`src/design/pdd_pkg.sv`:
```
// ----------------------------------------------------------------------------
// pdd_pkg: shared definitions for the position drive unit
// Field widths, register indexes, reset values and the structs that pass
// between the top level and the control law datapath.
// ----------------------------------------------------------------------------
package pdd_pkg;

    localparam int POS_W      = 16;
    localparam int ERR_W      = POS_W + 1;
    localparam int GAIN_W     = 16;
    localparam int OFS_W      = 10;
    localparam int DRV_W      = 11;
    localparam int DUTY_W     = 10;
    localparam int CFG_IDX_W  = 3;
    localparam int CFG_DATA_W = 16;

    localparam logic [DUTY_W-1:0] DUTY_MAX = 10'd1000;

    typedef enum logic [CFG_IDX_W-1:0] {
        CFG_P_GAIN_X          = 3'd0,
        CFG_D_GAIN_X          = 3'd1,
        CFG_P_GAIN_Y          = 3'd2,
        CFG_D_GAIN_Y          = 3'd3,
        CFG_FRICTION_OFFSET_X = 3'd4,
        CFG_FRICTION_OFFSET_Y = 3'd5,
        CFG_DRIVE_LIMIT       = 3'd6
    } cfg_index_t;

    localparam logic signed [GAIN_W-1:0] RST_P_GAIN_X = 16'sd256;
    localparam logic signed [GAIN_W-1:0] RST_D_GAIN_X = 16'sd1024;
    localparam logic signed [GAIN_W-1:0] RST_P_GAIN_Y = 16'sd2560;
    localparam logic signed [GAIN_W-1:0] RST_D_GAIN_Y = 16'sd5120;
    localparam logic [OFS_W-1:0]         RST_FRICTION_X = 10'd350;
    localparam logic [OFS_W-1:0]         RST_FRICTION_Y = 10'd250;
    localparam logic [OFS_W-1:0]         RST_DRIVE_LIMIT = 10'd1000;

    // Gains and friction offset of the axis being served.
    typedef struct packed {
        logic signed [GAIN_W-1:0] p_gain;
        logic signed [GAIN_W-1:0] d_gain;
        logic [OFS_W-1:0]         friction;
    } axis_cfg_t;

    // Everything the control law hands back for one request.
    typedef struct packed {
        logic signed [DRV_W-1:0] drive_value;
        logic                    motor_direction;
        logic [DUTY_W-1:0]       motor_duty;
    } law_result_t;

endpackage

```
`src/design/pdd_pos_if.sv`:
```
// ----------------------------------------------------------------------------
// pdd_pos_if: position request channel
// Carries the axis and the measured and target positions of one request.
// ----------------------------------------------------------------------------
interface pdd_pos_if;

    logic                                valid;
    logic                                ready;
    logic                                axis;
    logic signed [pdd_pkg::POS_W-1:0]    measured_position;
    logic signed [pdd_pkg::POS_W-1:0]    target_position;

    modport source (output valid, output axis, output measured_position,
                    output target_position, input ready);
    modport sink   (input valid, input axis, input measured_position,
                    input target_position, output ready);

endinterface

```
`src/design/pdd_drive_if.sv`:
```
// ----------------------------------------------------------------------------
// pdd_drive_if: drive result channel
// Carries the clamped drive and the direction and duty for the motor stage.
// ----------------------------------------------------------------------------
interface pdd_drive_if;

    logic                                valid;
    logic                                ready;
    logic                                axis_out;
    logic signed [pdd_pkg::DRV_W-1:0]    drive_value;
    logic                                motor_direction;
    logic [pdd_pkg::DUTY_W-1:0]          motor_duty;

    modport source (output valid, output axis_out, output drive_value,
                    output motor_direction, output motor_duty, input ready);
    modport sink   (input valid, input axis_out, input drive_value,
                    input motor_direction, input motor_duty, output ready);

endinterface

```
`src/design/pdd_cfg_if.sv`:
```
// ----------------------------------------------------------------------------
// pdd_cfg_if: configuration write channel
// Carries a register index and the data to be written there.
// ----------------------------------------------------------------------------
interface pdd_cfg_if;

    logic                                  valid;
    logic                                  ready;
    logic [pdd_pkg::CFG_IDX_W-1:0]         index;
    logic [pdd_pkg::CFG_DATA_W-1:0]        data;

    modport source (output valid, output index, output data, input ready);
    modport sink   (input valid, input index, input data, output ready);

endinterface

```
`src/design/pdd_law.sv`:
```
// ----------------------------------------------------------------------------
// pdd_law: PD control law datapath
// Forms P and D terms, scales them down with truncation toward zero, adds
// the friction offset away from zero, clamps, and derives direction and duty.
// ----------------------------------------------------------------------------
module pdd_law #(
    parameter int GAIN_FRAC_BITS = 8
) (
    input  logic                               axis,
    input  pdd_pkg::axis_cfg_t                 axis_cfg,
    input  logic [pdd_pkg::OFS_W-1:0]          drive_limit,
    input  logic signed [pdd_pkg::ERR_W-1:0]   error,
    input  logic signed [pdd_pkg::ERR_W-1:0]   prev_error,
    output pdd_pkg::law_result_t               result
);

    localparam int DIFF_W = pdd_pkg::ERR_W + 1;
    localparam int P_W    = pdd_pkg::GAIN_W + pdd_pkg::ERR_W;
    localparam int D_W    = pdd_pkg::GAIN_W + DIFF_W;
    localparam int RAW_W  = D_W + 1;
    localparam int SUM_W  = RAW_W + 1;
    localparam int CMD_W  = pdd_pkg::DRV_W + 1;
    localparam logic [RAW_W-1:0] FRAC_MASK =
        RAW_W'((64'd1 << GAIN_FRAC_BITS) - 64'd1);

    logic signed [DIFF_W-1:0] diff;
    logic signed [P_W-1:0]    p_prod;
    logic signed [D_W-1:0]    d_prod;
    logic signed [RAW_W-1:0]  raw;
    logic signed [RAW_W-1:0]  biased;
    logic signed [RAW_W-1:0]  quot;
    logic signed [SUM_W-1:0]  quot_ext;
    logic signed [SUM_W-1:0]  fric_ext;
    logic signed [SUM_W-1:0]  lim_ext;
    logic signed [SUM_W-1:0]  adjusted;
    logic signed [SUM_W-1:0]  clamped;
    logic signed [CMD_W-1:0]  cmd;
    logic [CMD_W-1:0]         mag;

    always_comb
    begin
        diff   = DIFF_W'(error) - DIFF_W'(prev_error);
        p_prod = P_W'(axis_cfg.p_gain) * P_W'(error);
        d_prod = D_W'(axis_cfg.d_gain) * D_W'(diff);
        raw    = RAW_W'(p_prod) + RAW_W'(d_prod);

        // A negative sum is biased up before the shift so that the
        // quotient truncates toward zero rather than toward minus infinity.
        biased = raw + (raw[RAW_W-1] ? signed'(FRAC_MASK) : RAW_W'(0));
        quot   = biased >>> GAIN_FRAC_BITS;

        quot_ext = SUM_W'(quot);
        fric_ext = signed'({{(SUM_W-pdd_pkg::OFS_W){1'b0}}, axis_cfg.friction});
        lim_ext  = signed'({{(SUM_W-pdd_pkg::OFS_W){1'b0}}, drive_limit});

        if (quot_ext > 0)
        begin
            adjusted = quot_ext + fric_ext;
        end
        else if (quot_ext < 0)
        begin
            adjusted = quot_ext - fric_ext;
        end
        else
        begin
            adjusted = '0;
        end

        if (adjusted > lim_ext)
        begin
            clamped = lim_ext;
        end
        else if (adjusted < -lim_ext)
        begin
            clamped = -lim_ext;
        end
        else
        begin
            clamped = adjusted;
        end

        // The vertical motor is mounted the other way round.
        cmd = axis ? -CMD_W'(clamped) : CMD_W'(clamped);
        mag = cmd[CMD_W-1] ? CMD_W'(-cmd) : CMD_W'(cmd);

        result.drive_value     = clamped[pdd_pkg::DRV_W-1:0];
        result.motor_direction = ~cmd[CMD_W-1];
        result.motor_duty      = (mag > CMD_W'(pdd_pkg::DUTY_MAX)) ?
                                 pdd_pkg::DUTY_MAX : mag[pdd_pkg::DUTY_W-1:0];
    end

endmodule

```
`src/design/pd_position_drive_unit.sv`:
```
// ----------------------------------------------------------------------------
// pd_position_drive_unit: two-axis PD position controller
// Top level with the request register, per-axis error memory, configuration
// registers and the result register.
// ----------------------------------------------------------------------------
// Each request names an axis and carries its measured and target position;
// one drive result comes back for every request, in order, via the request
// and result registers. One request can be taken in every cycle unless drive
// results stall: the only work is the control law between the two registers,
// and the axis's previous error is written as the result register loads, so
// a following request on the same axis already sees it. The result register
// holds a finished drive while the request register takes the next request.
// Configuration writes are always accepted and take effect on the next
// cycle; they should only be made while no request is in flight.
module pd_position_drive_unit #(
    parameter int GAIN_FRAC_BITS = 8
) (
    input  logic                 clk,
    input  logic                 rst_n,
    pdd_pos_if.sink              position,
    pdd_drive_if.source          drive,
    pdd_cfg_if.sink              cfg
);

    // Configuration registers.
    logic signed [pdd_pkg::GAIN_W-1:0] p_gain_x_reg;
    logic signed [pdd_pkg::GAIN_W-1:0] d_gain_x_reg;
    logic signed [pdd_pkg::GAIN_W-1:0] p_gain_y_reg;
    logic signed [pdd_pkg::GAIN_W-1:0] d_gain_y_reg;
    logic [pdd_pkg::OFS_W-1:0]         friction_x_reg;
    logic [pdd_pkg::OFS_W-1:0]         friction_y_reg;
    logic [pdd_pkg::OFS_W-1:0]         drive_limit_reg;

    // Request register.
    logic                              req_valid_reg;
    logic                              req_axis_reg;
    logic signed [pdd_pkg::POS_W-1:0]  req_meas_reg;
    logic signed [pdd_pkg::POS_W-1:0]  req_tgt_reg;

    // Previous error, one entry per axis.
    logic signed [pdd_pkg::ERR_W-1:0]  prev_error_reg [2];

    // Result register.
    logic                              res_valid_reg;
    logic                              res_axis_reg;
    pdd_pkg::law_result_t              res_reg;

    logic                              req_take;
    logic                              res_load;
    logic signed [pdd_pkg::ERR_W-1:0]  error;
    pdd_pkg::axis_cfg_t                axis_cfg;
    pdd_pkg::law_result_t              law_result;

    // The result register loads when it is empty or its drive is being taken;
    // the request register refills whenever its contents move on.
    assign res_load       = ~res_valid_reg | drive.ready;
    assign position.ready = ~req_valid_reg | res_load;
    assign req_take       = position.valid & position.ready;
    assign cfg.ready      = 1'b1;

    assign error = pdd_pkg::ERR_W'(req_tgt_reg) - pdd_pkg::ERR_W'(req_meas_reg);

    always_comb
    begin
        if (req_axis_reg)
        begin
            axis_cfg.p_gain   = p_gain_y_reg;
            axis_cfg.d_gain   = d_gain_y_reg;
            axis_cfg.friction = friction_y_reg;
        end
        else
        begin
            axis_cfg.p_gain   = p_gain_x_reg;
            axis_cfg.d_gain   = d_gain_x_reg;
            axis_cfg.friction = friction_x_reg;
        end
    end

    pdd_law #(
        .GAIN_FRAC_BITS (GAIN_FRAC_BITS)
    ) u_law (
        .axis        (req_axis_reg),
        .axis_cfg    (axis_cfg),
        .drive_limit (drive_limit_reg),
        .error       (error),
        .prev_error  (prev_error_reg[req_axis_reg]),
        .result      (law_result)
    );

    // Configuration writes; an index beyond the register list is dropped.
    always_ff @(posedge clk or negedge rst_n)
    begin
        if (!rst_n)
        begin
            p_gain_x_reg    <= pdd_pkg::RST_P_GAIN_X;
            d_gain_x_reg    <= pdd_pkg::RST_D_GAIN_X;
            p_gain_y_reg    <= pdd_pkg::RST_P_GAIN_Y;
            d_gain_y_reg    <= pdd_pkg::RST_D_GAIN_Y;
            friction_x_reg  <= pdd_pkg::RST_FRICTION_X;
            friction_y_reg  <= pdd_pkg::RST_FRICTION_Y;
            drive_limit_reg <= pdd_pkg::RST_DRIVE_LIMIT;
        end
        else if (cfg.valid && cfg.ready)
        begin
            case (pdd_pkg::cfg_index_t'(cfg.index))
                pdd_pkg::CFG_P_GAIN_X:          p_gain_x_reg    <= signed'(cfg.data);
                pdd_pkg::CFG_D_GAIN_X:          d_gain_x_reg    <= signed'(cfg.data);
                pdd_pkg::CFG_P_GAIN_Y:          p_gain_y_reg    <= signed'(cfg.data);
                pdd_pkg::CFG_D_GAIN_Y:          d_gain_y_reg    <= signed'(cfg.data);
                pdd_pkg::CFG_FRICTION_OFFSET_X:
                    friction_x_reg  <= cfg.data[pdd_pkg::OFS_W-1:0];
                pdd_pkg::CFG_FRICTION_OFFSET_Y:
                    friction_y_reg  <= cfg.data[pdd_pkg::OFS_W-1:0];
                pdd_pkg::CFG_DRIVE_LIMIT:
                    drive_limit_reg <= cfg.data[pdd_pkg::OFS_W-1:0];
                default:
                begin
                end
            endcase
        end
    end

    // Control state: occupancy of both registers and the error memory.
    always_ff @(posedge clk or negedge rst_n)
    begin
        if (!rst_n)
        begin
            req_valid_reg     <= 1'b0;
            res_valid_reg     <= 1'b0;
            prev_error_reg[0] <= '0;
            prev_error_reg[1] <= '0;
        end
        else
        begin
            if (position.ready)
            begin
                req_valid_reg <= position.valid;
            end
            if (res_load)
            begin
                res_valid_reg <= req_valid_reg;
                if (req_valid_reg)
                begin
                    prev_error_reg[req_axis_reg] <= error;
                end
            end
        end
    end

    // Payload registers need no reset.
    always_ff @(posedge clk)
    begin
        if (req_take)
        begin
            req_axis_reg <= position.axis;
            req_meas_reg <= position.measured_position;
            req_tgt_reg  <= position.target_position;
        end
        if (res_load && req_valid_reg)
        begin
            res_axis_reg <= req_axis_reg;
            res_reg      <= law_result;
        end
    end

    assign drive.valid           = res_valid_reg;
    assign drive.axis_out        = res_axis_reg;
    assign drive.drive_value     = res_reg.drive_value;
    assign drive.motor_direction = res_reg.motor_direction;
    assign drive.motor_duty      = res_reg.motor_duty;

endmodule

```
`src/flat_wrapper.sv`:
```
// flat-port wrapper written by rule: the top's interface ports become plain ports
module pd_position_drive_unit_flat 
#(
    parameter int GAIN_FRAC_BITS = 8
)
  (clk, rst_n, position_valid, position_axis, position_measured_position, position_target_position, position_ready, drive_valid, drive_axis_out, drive_drive_value, drive_motor_direction, drive_motor_duty, drive_ready, cfg_valid, cfg_index, cfg_data, cfg_ready);
  pdd_pos_if position_i ();
  pdd_drive_if drive_i ();
  pdd_cfg_if cfg_i ();
  input  logic clk;
  input  logic rst_n;
  input wire logic [$bits(position_i.valid)-1:0] position_valid;
  input wire logic [$bits(position_i.axis)-1:0] position_axis;
  input wire logic [$bits(position_i.measured_position)-1:0] position_measured_position;
  input wire logic [$bits(position_i.target_position)-1:0] position_target_position;
  output wire logic [$bits(position_i.ready)-1:0] position_ready;
  output wire logic [$bits(drive_i.valid)-1:0] drive_valid;
  output wire logic [$bits(drive_i.axis_out)-1:0] drive_axis_out;
  output wire logic [$bits(drive_i.drive_value)-1:0] drive_drive_value;
  output wire logic [$bits(drive_i.motor_direction)-1:0] drive_motor_direction;
  output wire logic [$bits(drive_i.motor_duty)-1:0] drive_motor_duty;
  input wire logic [$bits(drive_i.ready)-1:0] drive_ready;
  input wire logic [$bits(cfg_i.valid)-1:0] cfg_valid;
  input wire logic [$bits(cfg_i.index)-1:0] cfg_index;
  input wire logic [$bits(cfg_i.data)-1:0] cfg_data;
  output wire logic [$bits(cfg_i.ready)-1:0] cfg_ready;
  assign position_i.valid = position_valid;
  assign position_i.axis = position_axis;
  assign position_i.measured_position = position_measured_position;
  assign position_i.target_position = position_target_position;
  assign position_ready = position_i.ready;
  assign drive_valid = drive_i.valid;
  assign drive_axis_out = drive_i.axis_out;
  assign drive_drive_value = drive_i.drive_value;
  assign drive_motor_direction = drive_i.motor_direction;
  assign drive_motor_duty = drive_i.motor_duty;
  assign drive_i.ready = drive_ready;
  assign cfg_i.valid = cfg_valid;
  assign cfg_i.index = cfg_index;
  assign cfg_i.data = cfg_data;
  assign cfg_ready = cfg_i.ready;
  pd_position_drive_unit #(.GAIN_FRAC_BITS(GAIN_FRAC_BITS)) u_core (.clk(clk), .rst_n(rst_n), .position(position_i), .drive(drive_i), .cfg(cfg_i));
endmodule
```
`config.mk`:
```
export PLATFORM = sky130hd
export DESIGN_NAME = pd_position_drive_unit_flat
export DESIGN_NICKNAME = d
export VERILOG_FILES = /design/src/design/pdd_pkg.sv /design/src/design/pdd_pos_if.sv /design/src/design/pdd_drive_if.sv /design/src/design/pdd_cfg_if.sv /design/src/design/pdd_law.sv /design/src/design/pd_position_drive_unit.sv /design/src/flat_wrapper.sv
export SDC_FILE = /design/constraint.sdc
export NUM_CORES = 2
export LEC_CHECK = 0
export ABC_AREA = 1
export BUFFER_PORTS_ARGS = -buffer_cell sky130_fd_sc_hd__clkbuf_2
export CAP_MARGIN = 40
export CORE_ASPECT_RATIO = 1.2
export CORE_MARGIN = 3
export CORE_UTILIZATION = 37
export DETAILED_ROUTE_END_ITERATION = 10
export PLACE_DENSITY_LB_ADDON = 0.08
export REMOVE_ABC_BUFFERS = 1
export SYNTH_ARGS = -nofsm -noshare
export SYNTH_HDL_FRONTEND = slang
export SYNTH_SLANG_ARGS = --single-unit
export TNS_END_PERCENT = 30
```
`constraint.sdc`:
```
create_clock -name clk -period 26.4 [get_ports clk]
set_input_delay 3.96 -clock clk [delete_from_list [all_inputs] [get_ports clk]]
set_output_delay 3.96 -clock clk [all_outputs]
set_load 0.05 [all_outputs]
```
==> reports/metrics.yaml <==
outcome: "completed"
cp_num_buf_inv: 19
numPortBuffers: 81
grt_max_degree: 65
drc: 0
nets: 5718
clock.fmax_ghz: 0.04842
clk_latency_ps: 530
dieArea_sq_um: 102700
cpMostUsedCell: "nand2_1"
wirelength_mm: 119.4
fp.dieW_microns: 293.1
gp_congestion: 0.9075
fin_setup_tns_ps: 0
avgSynthCellArea_sq_um: 7.769
period_minus_slack_ps: 20650
rsz0062_at_grt: "no"
finalHoldViolCount: 0
critPathCaptureType: "flop"
ys_seq_area_share_pct: 13.57
m1WireLength_mm: 48.26
finalSetupViolCount: 0
cts-root-buf: "clkbuf_16"
critPathKind: "reg2reg"
wl_per_cell_microns: 19.73
syn-instance-count: 4711
vias_per_cell: 4.864
path_clk_slew_ps: 80
coreArea_sq_um: 97440
max_slew_margin_pct: 39.32
synth_edf_count: 56
synth.largest_area_cell: "fa_1"
drv_cap: 0
top_layer_used: "met4"
synth_warnings: 0
drt_iter0_markers: 1462
dr_total_vias: 29432
drive_above_1_share_pct: 7.990
critPathArrivalTime_ps: 20920
fin_worst_skew_ps: 32.60
rows: 125
netlist_top_cells_area: "fa_1 (34%), inv_1 (11%), nand2_1 (11%), ha_1 (9.5%), dfrtp_1 (7.2%)"
grt_pass1_vias: 31526
flow.area_growth_from_synthesis_pct: 7.624
cts_inserted_buffers: 17
met3_length_mm: 2.979
clockBufferDepth: 2
layout_commonest_cell: "inv_1"
io_pins: 83
crit_path_top_delay_cell: "fa_1"
antenna_left: 0
period_share_pct: 78.23
synth_top_area_share_pct: 33.64
grt_usage_pct: 24.08
grt_pass1_wl_mm: 186.1
die_h_microns: 350.5
whs_ps: 485.2
synth_area_sq_um: 36600
cts_resized: 0
post-cts-setup-buffers: 0
hold_class: "reg2reg"
floorplan.initialDensity_pct: 37.56
ctsHtreeMaxLevel: 4
num_antenna_cells: 0
antenna_found_initial: 0
dr.pass1.iters: 5
ys.flop_type: "dfrtp_1"
wl_met2_mm: 62.74
critPathMaxStageDelay_ps: 720
critPathTopFamily: "simple AND/OR/NAND/NOR gates"
synth-seq-cells: 186
cp_max_fo: 21
tightest_slew_ps: 907.3
start_kind: "flop"
yosysUniqueCellTypes: 60
layout_common_cells: "inv_1 (1,104), nand2_1 (1,061), fa_1 (615)"
hpwl_mm: 101.6
cp.required_ps: 26670
drv_slew: 0
async_reset_ff_share_pct: 69.89
clock_sinks: 186
tritoncts: "built"
grt_overflow: 0
hold_buffers: 0
largest_register_ffs: 34
==> cell type report <==
class,count,area [sq um]
clock buffer,18,429.2
timing repair buffer,149,1061
tap,1270,1589
sequential,186,4965
fill,10309,58050
inverter,1138,4274
clock inverter,14,170.2
multi-input combinational,3276,26900
==> per-layer routing <==
metal  up-vias  global-route usage [%]
li1      14182                       -
met1     14572                   28.02
met2       508                   45.32
met3       170                   2.203
met4         0                   9.686
met5         -                       0
==> cells in the mapped netlist, types with 6 or more instances <==
| cell type | number |
|---|---|
| xnor2_1 | 19 |
| nand2_1 | 1061 |
| clkbuf_1 | 89 |
| o21a_1 | 7 |
| fa_1 | 615 |
| buf_4 | 6 |
| mux2i_1 | 17 |
| a21o_1 | 10 |
| inv_2 | 19 |
| nor2_1 | 442 |
| nand3_2 | 20 |
| nor2_4 | 9 |
| o21ai_1 | 21 |
| ha_1 | 278 |
| nand3b_1 | 15 |
| dfrtp_1 | 106 |
| nand2_2 | 49 |
| o21bai_1 | 10 |
| nand3_1 | 168 |
| nor2_2 | 17 |
| o21ai_0 | 212 |
| clkinv_1 | 14 |
| or2_2 | 30 |
| dfstp_2 | 24 |
| nand4_1 | 34 |
| nor3_1 | 19 |
| inv_1 | 1104 |
| nand2_4 | 6 |
| buf_6 | 7 |
| edfxtp_1 | 56 |
| xor2_1 | 52 |
| a21oi_1 | 108 |
==> worst paths after layout <==
check,startpoint,endpoint,slack [ps],cells after the start
worst max-delay path,u_core.req_tgt_reg[2],u_core.drive.motor_duty[4],5750,117
worst min-delay path,u_core.p_gain_y_reg[13],u_core.p_gain_y_reg[13],490,2
worst max register to register,u_core.req_tgt_reg[2],u_core.drive.motor_duty[4],5750,117
worst min register to register,u_core.p_gain_y_reg[13],u_core.p_gain_y_reg[13],490,2
max in group asynchronous,rst_n,u_core.d_gain_y_reg[12],21340,3
min in group asynchronous,rst_n,u_core.prev_error_reg[4],3360,1
==> metrics by stage <==
stage                     area (sq um)  worst slack, ps  utilization, %  cells
after floorplan                  36090             7658               -   4600
after global placement           38540             5944           39.56   6005
after detailed placement         38790             5715           39.81   6019
after CTS                        39390             5696           40.42   6051
after global routing             39390             3555           40.42   6051
final                            39390             5746           40.42   6051
==> worst min-delay path: cells and delay by family (launching register included) <==
family           cells  cell delay, ps
flip-flops           1             350
AND/OR/NAND/NOR      1              50
AO/OA/AOI/OAI        1              50
==> cell families after synthesis <==
kind of cell | count (synthesis) | synth area share (%)
muxes | 17 | 0.4649
AOI/OAI and AO/OA | 402 | 6.007
DFF | 186 | 13.57
buffers and inverters | 1249 | 13.06
other | 1 | 0.01025
adders and majority gates | 893 | 43.15
and+or+nand+nor | 1889 | 21.91
xor gates and xnor gates | 74 | 1.832
Power is not shown: default switching activity piles up to over one toggle a cycle in this logic, so the estimate is an artifact.
